===== src/rtl/core/hts_pkg.sv =====
`timescale 1ns / 1ps
`default_nettype none

package hts_pkg;

    localparam int NUM_LENGTHS     = 16;
    localparam int MAX_CODE_LENGTH = 16;
    localparam int CODE_W          = 17;

    localparam logic [2:0] STATUS_OK        = 3'd0;
    localparam logic [2:0] STATUS_BAD_CLASS = 3'd1;
    localparam logic [2:0] STATUS_BAD_ID    = 3'd2;
    localparam logic [2:0] STATUS_EARLY_END = 3'd3;
    localparam logic [2:0] STATUS_OVERFLOW  = 3'd4;

    typedef enum logic [1:0] {
        PH_HEADER,
        PH_COUNTS,
        PH_SYMBOLS,
        PH_DROP
    } phase_t;

    typedef enum logic [1:0] {
        ST_IDLE,
        ST_ADVANCE,
        ST_FINISH
    } ctrl_state_t;

    typedef struct packed {
        logic process;
        logic advance;
        logic finish;
    } dp_cmd_t;

    typedef struct packed {
        logic need_advance;
        logic advance_done;
        logic pend_emit;
    } dp_status_t;

endpackage

`default_nettype wire


===== src/rtl/core/huffman_table_segment_parser_unit.sv =====
`timescale 1ns / 1ps
`default_nettype none

// Parses the payload of a JPEG huffman-table segment, one byte per request, and
// returns one result per symbol with its canonical codeword, one per error and
// one for the last byte of the segment. Each byte is first taken in, and its
// result is then posted. After the sixteenth count of a table, and after the
// last symbol of a length, the datapath steps through the code lengths at one
// length per cycle until it finds one with symbols left or passes the last
// length, ahead of that byte's result. The next byte is taken while a result
// still waits in the output register; a second result waits for it to drain.

module huffman_table_segment_parser_unit (
    input  wire logic        clk,
    input  wire logic        rst_n,
    input  wire logic        in_valid,
    output logic             in_ready,
    input  wire logic [7:0]  data_byte,
    input  wire logic        last_byte,
    output logic             out_valid,
    input  wire logic        out_ready,
    output logic             has_codeword,
    output logic             table_class,
    output logic [1:0]       table_id,
    output logic [15:0]      code_bits,
    output logic [4:0]       code_length,
    output logic [7:0]       symbol_value,
    output logic             segment_end,
    output logic [2:0]       status
);
    import hts_pkg::*;

    dp_cmd_t    cmd;
    dp_status_t stat;

    hts_controller u_ctrl (
        .clk       (clk),
        .rst_n     (rst_n),
        .in_valid  (in_valid),
        .in_ready  (in_ready),
        .out_valid (out_valid),
        .out_ready (out_ready),
        .cmd       (cmd),
        .stat      (stat)
    );

    hts_datapath u_dp (
        .clk          (clk),
        .rst_n        (rst_n),
        .cmd          (cmd),
        .stat         (stat),
        .data_byte    (data_byte),
        .last_byte    (last_byte),
        .has_codeword (has_codeword),
        .table_class  (table_class),
        .table_id     (table_id),
        .code_bits    (code_bits),
        .code_length  (code_length),
        .symbol_value (symbol_value),
        .segment_end  (segment_end),
        .status       (status)
    );

    // one byte in flight at a time
    a_one_in_flight: assert property (@(posedge clk) disable iff (!rst_n)
        (in_valid && in_ready) |=> !in_ready)
        else $error("request taken while previous byte still in work");

    a_codeword_fields: assert property (@(posedge clk) disable iff (!rst_n)
        (out_valid && has_codeword) |->
            (status == STATUS_OK && code_length != 5'd0
             && code_length <= 5'(MAX_CODE_LENGTH)))
        else $error("codeword result with bad length or status");

    a_code_fits: assert property (@(posedge clk) disable iff (!rst_n)
        (out_valid && has_codeword) |-> ((code_bits >> code_length) == 16'd0))
        else $error("codeword wider than its length");

    a_empty_fields: assert property (@(posedge clk) disable iff (!rst_n)
        (out_valid && !has_codeword) |->
            (code_bits == 16'd0 && code_length == 5'd0 && symbol_value == 8'd0
             && table_class == 1'b0 && table_id == 2'd0))
        else $error("non-codeword result carries codeword fields");

endmodule

`default_nettype wire


===== src/rtl/core/hts_datapath.sv =====
`timescale 1ns / 1ps
`default_nettype none

module hts_datapath (
    input  wire logic               clk,
    input  wire logic               rst_n,
    input  wire hts_pkg::dp_cmd_t   cmd,
    output hts_pkg::dp_status_t     stat,
    input  wire logic [7:0]         data_byte,
    input  wire logic               last_byte,
    output logic                    has_codeword,
    output logic                    table_class,
    output logic [1:0]              table_id,
    output logic [15:0]             code_bits,
    output logic [4:0]              code_length,
    output logic [7:0]              symbol_value,
    output logic                    segment_end,
    output logic [2:0]              status
);
    import hts_pkg::*;

    // table walk state
    phase_t              phase_reg, phase_next;
    logic                class_reg, class_next;
    logic [1:0]          id_reg, id_next;
    logic [3:0]          count_index_reg, count_index_next;
    logic [4:0]          length_index_reg, length_index_next;
    logic [7:0]          symbols_left_reg, symbols_left_next;
    logic [CODE_W-1:0]   code_reg, code_next;
    logic [7:0]          counts_reg [NUM_LENGTHS];

    // result of the byte in flight
    logic                p_hc_reg, p_hc_next;
    logic [15:0]         p_code_reg, p_code_next;
    logic [4:0]          p_len_reg, p_len_next;
    logic [7:0]          p_sym_reg, p_sym_next;
    logic [2:0]          p_st_reg, p_st_next;
    logic                p_err_reg, p_err_next;
    logic                p_last_reg, p_last_next;
    logic                p_emit_reg, p_emit_next;

    // output register
    logic                o_hc_reg, o_hc_next;
    logic                o_class_reg, o_class_next;
    logic [1:0]          o_id_reg, o_id_next;
    logic [15:0]         o_code_reg, o_code_next;
    logic [4:0]          o_len_reg, o_len_next;
    logic [7:0]          o_sym_reg, o_sym_next;
    logic                o_end_reg, o_end_next;
    logic [2:0]          o_st_reg, o_st_next;

    logic [3:0]          hdr_class;
    logic [3:0]          hdr_id;
    logic [4:0]          idx_inc;
    logic [7:0]          sl_dec;
    logic                overflow;
    logic                counts_we;
    logic                need_adv;
    logic                err;
    logic                early_end;
    logic                fin_hc;

    assign hdr_class = data_byte[7:4];
    assign hdr_id    = data_byte[3:0];
    assign idx_inc   = length_index_reg + 5'd1;
    assign sl_dec    = symbols_left_reg - 8'd1;
    // code must fit in idx_inc bits, and the length must not exceed the limit
    assign overflow  = (idx_inc > 5'(MAX_CODE_LENGTH)) || ((code_reg >> idx_inc) != '0);

    assign early_end = !p_err_reg && p_last_reg
                       && (phase_reg == PH_COUNTS || phase_reg == PH_SYMBOLS);
    assign fin_hc    = p_hc_reg && !early_end;

    always_comb
    begin
        phase_next        = phase_reg;
        class_next        = class_reg;
        id_next           = id_reg;
        count_index_next  = count_index_reg;
        length_index_next = length_index_reg;
        symbols_left_next = symbols_left_reg;
        code_next         = code_reg;

        p_hc_next   = p_hc_reg;
        p_code_next = p_code_reg;
        p_len_next  = p_len_reg;
        p_sym_next  = p_sym_reg;
        p_st_next   = p_st_reg;
        p_err_next  = p_err_reg;
        p_last_next = p_last_reg;
        p_emit_next = p_emit_reg;

        o_hc_next    = o_hc_reg;
        o_class_next = o_class_reg;
        o_id_next    = o_id_reg;
        o_code_next  = o_code_reg;
        o_len_next   = o_len_reg;
        o_sym_next   = o_sym_reg;
        o_end_next   = o_end_reg;
        o_st_next    = o_st_reg;

        counts_we = 1'b0;
        need_adv  = 1'b0;
        err       = 1'b0;

        if (cmd.process)
        begin
            p_hc_next   = 1'b0;
            p_code_next = '0;
            p_len_next  = '0;
            p_sym_next  = '0;
            p_st_next   = STATUS_OK;
            unique case (phase_reg)
                PH_HEADER:
                begin
                    if (hdr_class > 4'd1)
                    begin
                        err       = 1'b1;
                        p_st_next = STATUS_BAD_CLASS;
                    end
                    else if (hdr_id > 4'd3)
                    begin
                        err       = 1'b1;
                        p_st_next = STATUS_BAD_ID;
                    end
                    else
                    begin
                        class_next       = hdr_class[0];
                        id_next          = hdr_id[1:0];
                        count_index_next = '0;
                        phase_next       = PH_COUNTS;
                    end
                end
                PH_COUNTS:
                begin
                    counts_we = 1'b1;
                    if (count_index_reg == 4'(NUM_LENGTHS - 1))
                    begin
                        // index one below length 1, so the first advance step loads count 0
                        length_index_next = '1;
                        code_next         = '0;
                        symbols_left_next = '0;
                        need_adv          = 1'b1;
                    end
                    else
                    begin
                        count_index_next = count_index_reg + 4'd1;
                    end
                end
                PH_SYMBOLS:
                begin
                    if (overflow)
                    begin
                        err       = 1'b1;
                        p_st_next = STATUS_OVERFLOW;
                    end
                    else
                    begin
                        p_hc_next         = 1'b1;
                        p_code_next       = code_reg[15:0];
                        p_len_next        = idx_inc;
                        p_sym_next        = data_byte;
                        code_next         = code_reg + CODE_W'(1);
                        symbols_left_next = sl_dec;
                        need_adv          = (sl_dec == 8'd0);
                    end
                end
                PH_DROP:
                begin
                end
            endcase
            if (err)
                phase_next = PH_DROP;
            p_err_next  = err;
            p_last_next = last_byte;
            p_emit_next = p_hc_next || err || last_byte;
        end

        // one skipped length per cycle
        if (cmd.advance)
        begin
            if (symbols_left_reg == 8'd0)
            begin
                code_next         = code_reg << 1;
                length_index_next = idx_inc;
                if (idx_inc[4])
                    phase_next = PH_HEADER;
                else
                    symbols_left_next = counts_reg[idx_inc[3:0]];
            end
            else
            begin
                phase_next = PH_SYMBOLS;
            end
        end

        if (cmd.finish)
        begin
            if (p_emit_reg)
            begin
                o_hc_next    = fin_hc;
                o_class_next = fin_hc ? class_reg : 1'b0;
                o_id_next    = fin_hc ? id_reg : 2'd0;
                o_code_next  = fin_hc ? p_code_reg : 16'd0;
                o_len_next   = fin_hc ? p_len_reg : 5'd0;
                o_sym_next   = fin_hc ? p_sym_reg : 8'd0;
                o_end_next   = p_last_reg;
                o_st_next    = early_end ? STATUS_EARLY_END : p_st_reg;
            end
            if (p_last_reg)
            begin
                phase_next        = PH_HEADER;
                count_index_next  = '0;
                length_index_next = '0;
                symbols_left_next = '0;
                code_next         = '0;
            end
        end
    end

    always_ff @(posedge clk or negedge rst_n)
    begin
        if (!rst_n)
        begin
            phase_reg        <= PH_HEADER;
            class_reg        <= 1'b0;
            id_reg           <= '0;
            count_index_reg  <= '0;
            length_index_reg <= '0;
            symbols_left_reg <= '0;
            code_reg         <= '0;
            p_err_reg        <= 1'b0;
            p_last_reg       <= 1'b0;
            p_emit_reg       <= 1'b0;
        end
        else
        begin
            phase_reg        <= phase_next;
            class_reg        <= class_next;
            id_reg           <= id_next;
            count_index_reg  <= count_index_next;
            length_index_reg <= length_index_next;
            symbols_left_reg <= symbols_left_next;
            code_reg         <= code_next;
            p_err_reg        <= p_err_next;
            p_last_reg       <= p_last_next;
            p_emit_reg       <= p_emit_next;
        end
    end

    always_ff @(posedge clk)
    begin
        if (counts_we)
            counts_reg[count_index_reg] <= data_byte;
        p_hc_reg    <= p_hc_next;
        p_code_reg  <= p_code_next;
        p_len_reg   <= p_len_next;
        p_sym_reg   <= p_sym_next;
        p_st_reg    <= p_st_next;
        o_hc_reg    <= o_hc_next;
        o_class_reg <= o_class_next;
        o_id_reg    <= o_id_next;
        o_code_reg  <= o_code_next;
        o_len_reg   <= o_len_next;
        o_sym_reg   <= o_sym_next;
        o_end_reg   <= o_end_next;
        o_st_reg    <= o_st_next;
    end

    assign stat.need_advance = need_adv;
    assign stat.advance_done = (symbols_left_reg != 8'd0) || idx_inc[4];
    assign stat.pend_emit    = p_emit_reg;

    assign has_codeword = o_hc_reg;
    assign table_class  = o_class_reg;
    assign table_id     = o_id_reg;
    assign code_bits    = o_code_reg;
    assign code_length  = o_len_reg;
    assign symbol_value = o_sym_reg;
    assign segment_end  = o_end_reg;
    assign status       = o_st_reg;

endmodule

`default_nettype wire


===== src/rtl/core/hts_controller.sv =====
`timescale 1ns / 1ps
`default_nettype none

module hts_controller (
    input  wire logic                 clk,
    input  wire logic                 rst_n,
    input  wire logic                 in_valid,
    output logic                      in_ready,
    output logic                      out_valid,
    input  wire logic                 out_ready,
    output hts_pkg::dp_cmd_t          cmd,
    input  wire hts_pkg::dp_status_t  stat
);
    import hts_pkg::*;

    ctrl_state_t state_reg, state_next;
    logic        out_valid_reg, out_valid_next;
    logic        slot_free;

    assign slot_free = !out_valid_reg || out_ready;

    always_ff @(posedge clk or negedge rst_n)
    begin
        if (!rst_n)
        begin
            state_reg     <= ST_IDLE;
            out_valid_reg <= 1'b0;
        end
        else
        begin
            state_reg     <= state_next;
            out_valid_reg <= out_valid_next;
        end
    end

    always_comb
    begin
        state_next     = state_reg;
        out_valid_next = out_valid_reg && !out_ready;
        in_ready       = 1'b0;
        cmd            = '0;
        unique case (state_reg)
            ST_IDLE:
            begin
                in_ready = 1'b1;
                if (in_valid)
                begin
                    cmd.process = 1'b1;
                    state_next  = stat.need_advance ? ST_ADVANCE : ST_FINISH;
                end
            end
            ST_ADVANCE:
            begin
                cmd.advance = 1'b1;
                if (stat.advance_done)
                    state_next = ST_FINISH;
            end
            ST_FINISH:
            begin
                // hold the result until the output register can take it
                if (!stat.pend_emit || slot_free)
                begin
                    cmd.finish = 1'b1;
                    state_next = ST_IDLE;
                    if (stat.pend_emit)
                        out_valid_next = 1'b1;
                end
            end
            default:
            begin
                state_next = ST_IDLE;
            end
        endcase
    end

    assign out_valid = out_valid_reg;

endmodule

`default_nettype wire

===== config.mk =====
export PLATFORM = sky130hd
export DESIGN_NAME = huffman_table_segment_parser_unit
export DESIGN_NICKNAME = d
export VERILOG_FILES = /design/src/rtl/core/hts_pkg.sv /design/src/rtl/core/huffman_table_segment_parser_unit.sv /design/src/rtl/core/hts_datapath.sv /design/src/rtl/core/hts_controller.sv
export SDC_FILE = /design/constraint.sdc
export NUM_CORES = 1
export LEC_CHECK = 0
export BUFFER_PORTS_ARGS = -buffer_cell sky130_fd_sc_hd__buf_2
export CORE_ASPECT_RATIO = 1.25
export CORE_MARGIN = 2
export CORE_UTILIZATION = 45
export DETAILED_ROUTE_END_ITERATION = 7
export PLACE_DENSITY = 0.62
export RECOVER_POWER = 25
export SYNTH_ARGS = -nofsm -noshare
export SYNTH_HDL_FRONTEND = slang
export SYNTH_HIERARCHICAL = 1
export SYNTH_SLANG_ARGS = --single-unit

===== constraint.sdc =====
create_clock -name clk -period 3.31 [get_ports clk]
set_input_delay 0.662 -clock clk [delete_from_list [all_inputs] [get_ports clk]]
set_output_delay 0.662 -clock clk [all_outputs]
set_load 0.01 [all_outputs]

==> impl_results.md <==
- Proportion of synthesized chip area in sequential cells: 64.1%
- Sequential share of power: 44.3%
- Die Area: 0.0258 mm2
- Max reg flops: 128
- Post-synthesis sequential element count: 243
- Count of distinct cell types in the synthesized netlist: 74
- Post-route fraction of the period consumed by the critical path: 90.7%
- Cell with the largest stage delay on the worst path: sky130_fd_sc_hd__mux4_2
- Reg-to-reg setup timing slack: 0.31 ns
- DP Area: 0.0118 mm2
- Post-DP HPWL: 17600 um
- Largest net degree at the start of global routing: 39
- Starting DRC count in detailed routing: 645
- Required arrival time at the worst endpoint: 3.74 ns
- Commonest non-fill, non-tap cell in the layout: sky130_fd_sc_hd__edfxtp_1
- Height of the die: 179 um
- Most used DFF post-synth: sky130_fd_sc_hd__edfxtp_1
- Synthesized area divided by synthesized cell count: 13.6 um2
- Total routed wirelength: 26500 um
- Floorplan Core Area: 0.0243 mm2
- Critical path data arrival time: 3.44 ns
- Static leakage: 4.66 nW
- Number of buffers added by the clock tree synthesis step: 25
- Antenna Nets Post-Route: 0
- Final number of setup-violating endpoints: 0
- Gpl congestion: 0.914
- Synthesized cell area: 0.0110 mm2
- HP Class: in -> reg
- Number of sinks on the clock net: 243
- Type of origin of the critical path: flop
- Buffers inserted during post-CTS setup optimization: 0
- CTS H-Tree Depth: 1
- Hold buffer count at CTS: 0
- Final worst setup slack: 0.308 ns
- Number of vias in the routed layout: 7209
- Number of antenna violations at the first check in global routing: 0
- Fmax: 0.333 GHz
- Iteration count of the initial detailed-routing pass: 5
- Clock Latency Late Sink: 0.54 ns
- Sum of negative setup slack: 0 ns
- NumNets Final: 901
- Max cap viols: 1
- Top-Level Pins: 52
- Diodes inserted: 0
- Die width: 144 um
- Post-synthesis cell count: 810
- Switching part of the total power: 29.1%
- Global-route wire length before repair: 40900 um
- Type of element capturing the critical path: flop
- Internal Pwr Total: 0.00616 W
- Cell-by-cell listing of the critical path: ha_1 > mux4_2 > a211oi_2 > o2111ai_1 > a31oi_1 > buf_4 > and2_1 > buf_4 > nand4_1 > a31oi_1
- Resized Gates After CTS: 0
- Switching component of the power: 0.00252 W
- Buffer cell driving the clock tree root: sky130_fd_sc_hd__clkbuf_16
- Unrepaired setup endpoints after global routing: no
- Post-detailed-route DRC marker count: 0
- Crit path max fanout: 13
- Util after Layout: 52.2%
- Via density per instance: 5.88
- Starting density of the core: 45.5%
- Placement Rows: 64
- Largest stage delay on the critical path: 0.54 ns
- Mapped Nets: 834
- Commonest cells after routing, fill and taps aside: 198 x sky130_fd_sc_hd__edfxtp_1, 61 x sky130_fd_sc_hd__and3_1, 53 x sky130_fd_sc_hd__nand2_1
- Relative max-transition margin: -51.3%
- Overall routing resource usage: 21.1%
- Layout area overhead: 14.7%
- Worst setup path category: reg -> reg
- Total gr overflow: 0
- Actual transition at the worst max-transition pin: 2.27 ns
- Dpl ws: 0.329 ns
- Power per standard cell area: 686 mW/mm2
- Detailed-route wire length per cell: 21.6 um
- Final Max Slew Viols: 38
- Worst hold slack across all endpoints: 0.392 ns
- Violations in the final reports: capacitance limit, slew limit
- Reg clk slew, reported paths: 0.06 ns
- Fraction of final layout cells sized beyond drive strength 1: 20.7%
- Count of buffers from port buffering: 51
- Number of synthesized flops with an enable pin: 198
- Run status: finished, violations left
- Combinational cell fraction of total power: 20.9%
- Share of power burned in the clock network: 34.8%
- Proportion of synthesized flip-flops having asynchronous set or reset: 18.5%
- Total count of hold-check failures in the final report: 0
- Vias in the first global route: 7102
- Total of warnings raised by yosys: 6
- Maximum vdd ir drop: 500 uV
- Final critical-path required period: 3.00 ns
- Clock Tree Buf Depth: 3
- TritonCTS clock tree: yes
- Largest clock skew in the final design: 0.0220 ns
- Area of all placed cells without fillers: 0.0127 mm2
[cells in the mapped netlist (3+ instances only)]
library cell                count  area, um2
sky130_fd_sc_hd__edfxtp_1     198       5950
sky130_fd_sc_hd__and3_1        61        382
sky130_fd_sc_hd__nand2_1       53        199
sky130_fd_sc_hd__nor2_1        48        180
sky130_fd_sc_hd__dfrtp_1       45       1130
sky130_fd_sc_hd__o21ai_0       41        205
sky130_fd_sc_hd__clkbuf_1      34        128
sky130_fd_sc_hd__mux4_2        34        766
sky130_fd_sc_hd__a31oi_1       28        175
sky130_fd_sc_hd__a21oi_1       24        120
sky130_fd_sc_hd__nor3_1        20        100
sky130_fd_sc_hd__and2_1        18        113
sky130_fd_sc_hd__inv_1         16       60.1
sky130_fd_sc_hd__a211oi_1      15        113
sky130_fd_sc_hd__buf_2         15       75.1
sky130_fd_sc_hd__nand3_1       15       75.1
sky130_fd_sc_hd__ha_1          11        138
sky130_fd_sc_hd__nand2b_1       9       56.3
sky130_fd_sc_hd__mux2_2         7       78.8
sky130_fd_sc_hd__nand4_1        7       43.8
sky130_fd_sc_hd__nor2b_1        7       43.8
sky130_fd_sc_hd__a41oi_1        6       52.6
sky130_fd_sc_hd__buf_4          5       37.5
sky130_fd_sc_hd__mux2i_1        5       50.1
sky130_fd_sc_hd__nor4_1         5       31.3
sky130_fd_sc_hd__or3_1          5       31.3
sky130_fd_sc_hd__a22oi_1        4       30.0
sky130_fd_sc_hd__buf_6          4       45.0
sky130_fd_sc_hd__o2111ai_1      4       35.0
sky130_fd_sc_hd__xnor2_1        4       35.0
sky130_fd_sc_hd__xor2_1         4       35.0
sky130_fd_sc_hd__nor3b_1        3       22.5
sky130_fd_sc_hd__o221ai_1       3       26.3
[power by group through the flow]
stage	logic, W	registers [W]	clock network, W
finish	0.00181	0.00385	0.00302
global placement	0.00179	0.00391	0
detailed placement	0.00179	0.00391	0
global route	0.00199	0.00389	0.00319
CTS	0.00181	0.00385	0.00308
floorplan	0.00113	0.00392	0
[final cells by class]
type,count,area (um2)
Tap cell,330,413
Sequential cell,243,7070
Clock buffer,31,678
Inverter,17,63.8
Multi-Input combinational cell,491,3610
Timing Repair Buffer,99,609
Clock inverter,14,210
Fill cell,2061,11600
[layer usage]
metal | global-route usage [%] | vias up | part of all wire [%]
li1 | - | 3286 | -
met4 | 9.27 | 0 | 4.0
met2 | 36.6 | 264 | 51
met1 | 26.5 | 3586 | 39
met5 | 0 | - | 0
met3 | 2.86 | 73 | 5.5
[final timing paths]
check                      cells past startpoint                               start                                 end
max                                           10  u_dp/length_index_reg[0]$_DFF_PN0_  u_dp/symbols_left_reg[4]$_DFF_PN0_
min                                            2                           last_byte         u_dp/p_last_reg$_DFFE_PN0P_
max reg2reg                                   10  u_dp/length_index_reg[0]$_DFF_PN0_  u_dp/symbols_left_reg[4]$_DFF_PN0_
min reg2reg                                    1          u_dp/p_err_reg$_DFFE_PN0P_          u_dp/p_err_reg$_DFFE_PN0P_
max in group asynchronous                      1                               rst_n  u_dp/length_index_reg[0]$_DFF_PN0_
min in group asynchronous                      1                               rst_n         u_dp/code_reg[14]$_DFF_PN0_
[metrics by stage]
| step | instances | power, W |
|---|---|---|
| global route | 1225 | 0.00907 |
| finish | 1225 | 0.00868 |
| detailed placement | 1180 | 0.00570 |
| global placement | 1180 | 0.00569 |
| floorplan | 810 | 0.00505 |
| CTS | 1225 | 0.00874 |
[kinds of logic (layout without fill, tap and decap cells)]
kind of cell / Yosys count / in the layout / synth area share (%)
multiplexers: 47 / 47 / 8.24
AO/OA/AOI/OAI: 157 / 157 / 9.61
adder cells (fa/ha/maj): 11 / 11 / 1.25
XOR/XNOR: 8 / 8 / 0.635
AND/OR/NAND/NOR: 268 / 268 / 12.9
buffers and inverters: 76 / 161 / 3.30
flip-flops: 243 / 243 / 64.1
[worst max-delay path, delay by kind of cell, from the launching register on]
kind                     cells  cell delay [ns]
AO/OA/AOI/OAI                4             0.75
multiplexers                 1             0.54
buffers and inverters        2             0.47
flip-flops                   1             0.46
adder cells (fa/ha/maj)      1             0.37
AND/OR/NAND/NOR              2             0.34
Power figures use the tool's default switching activity.
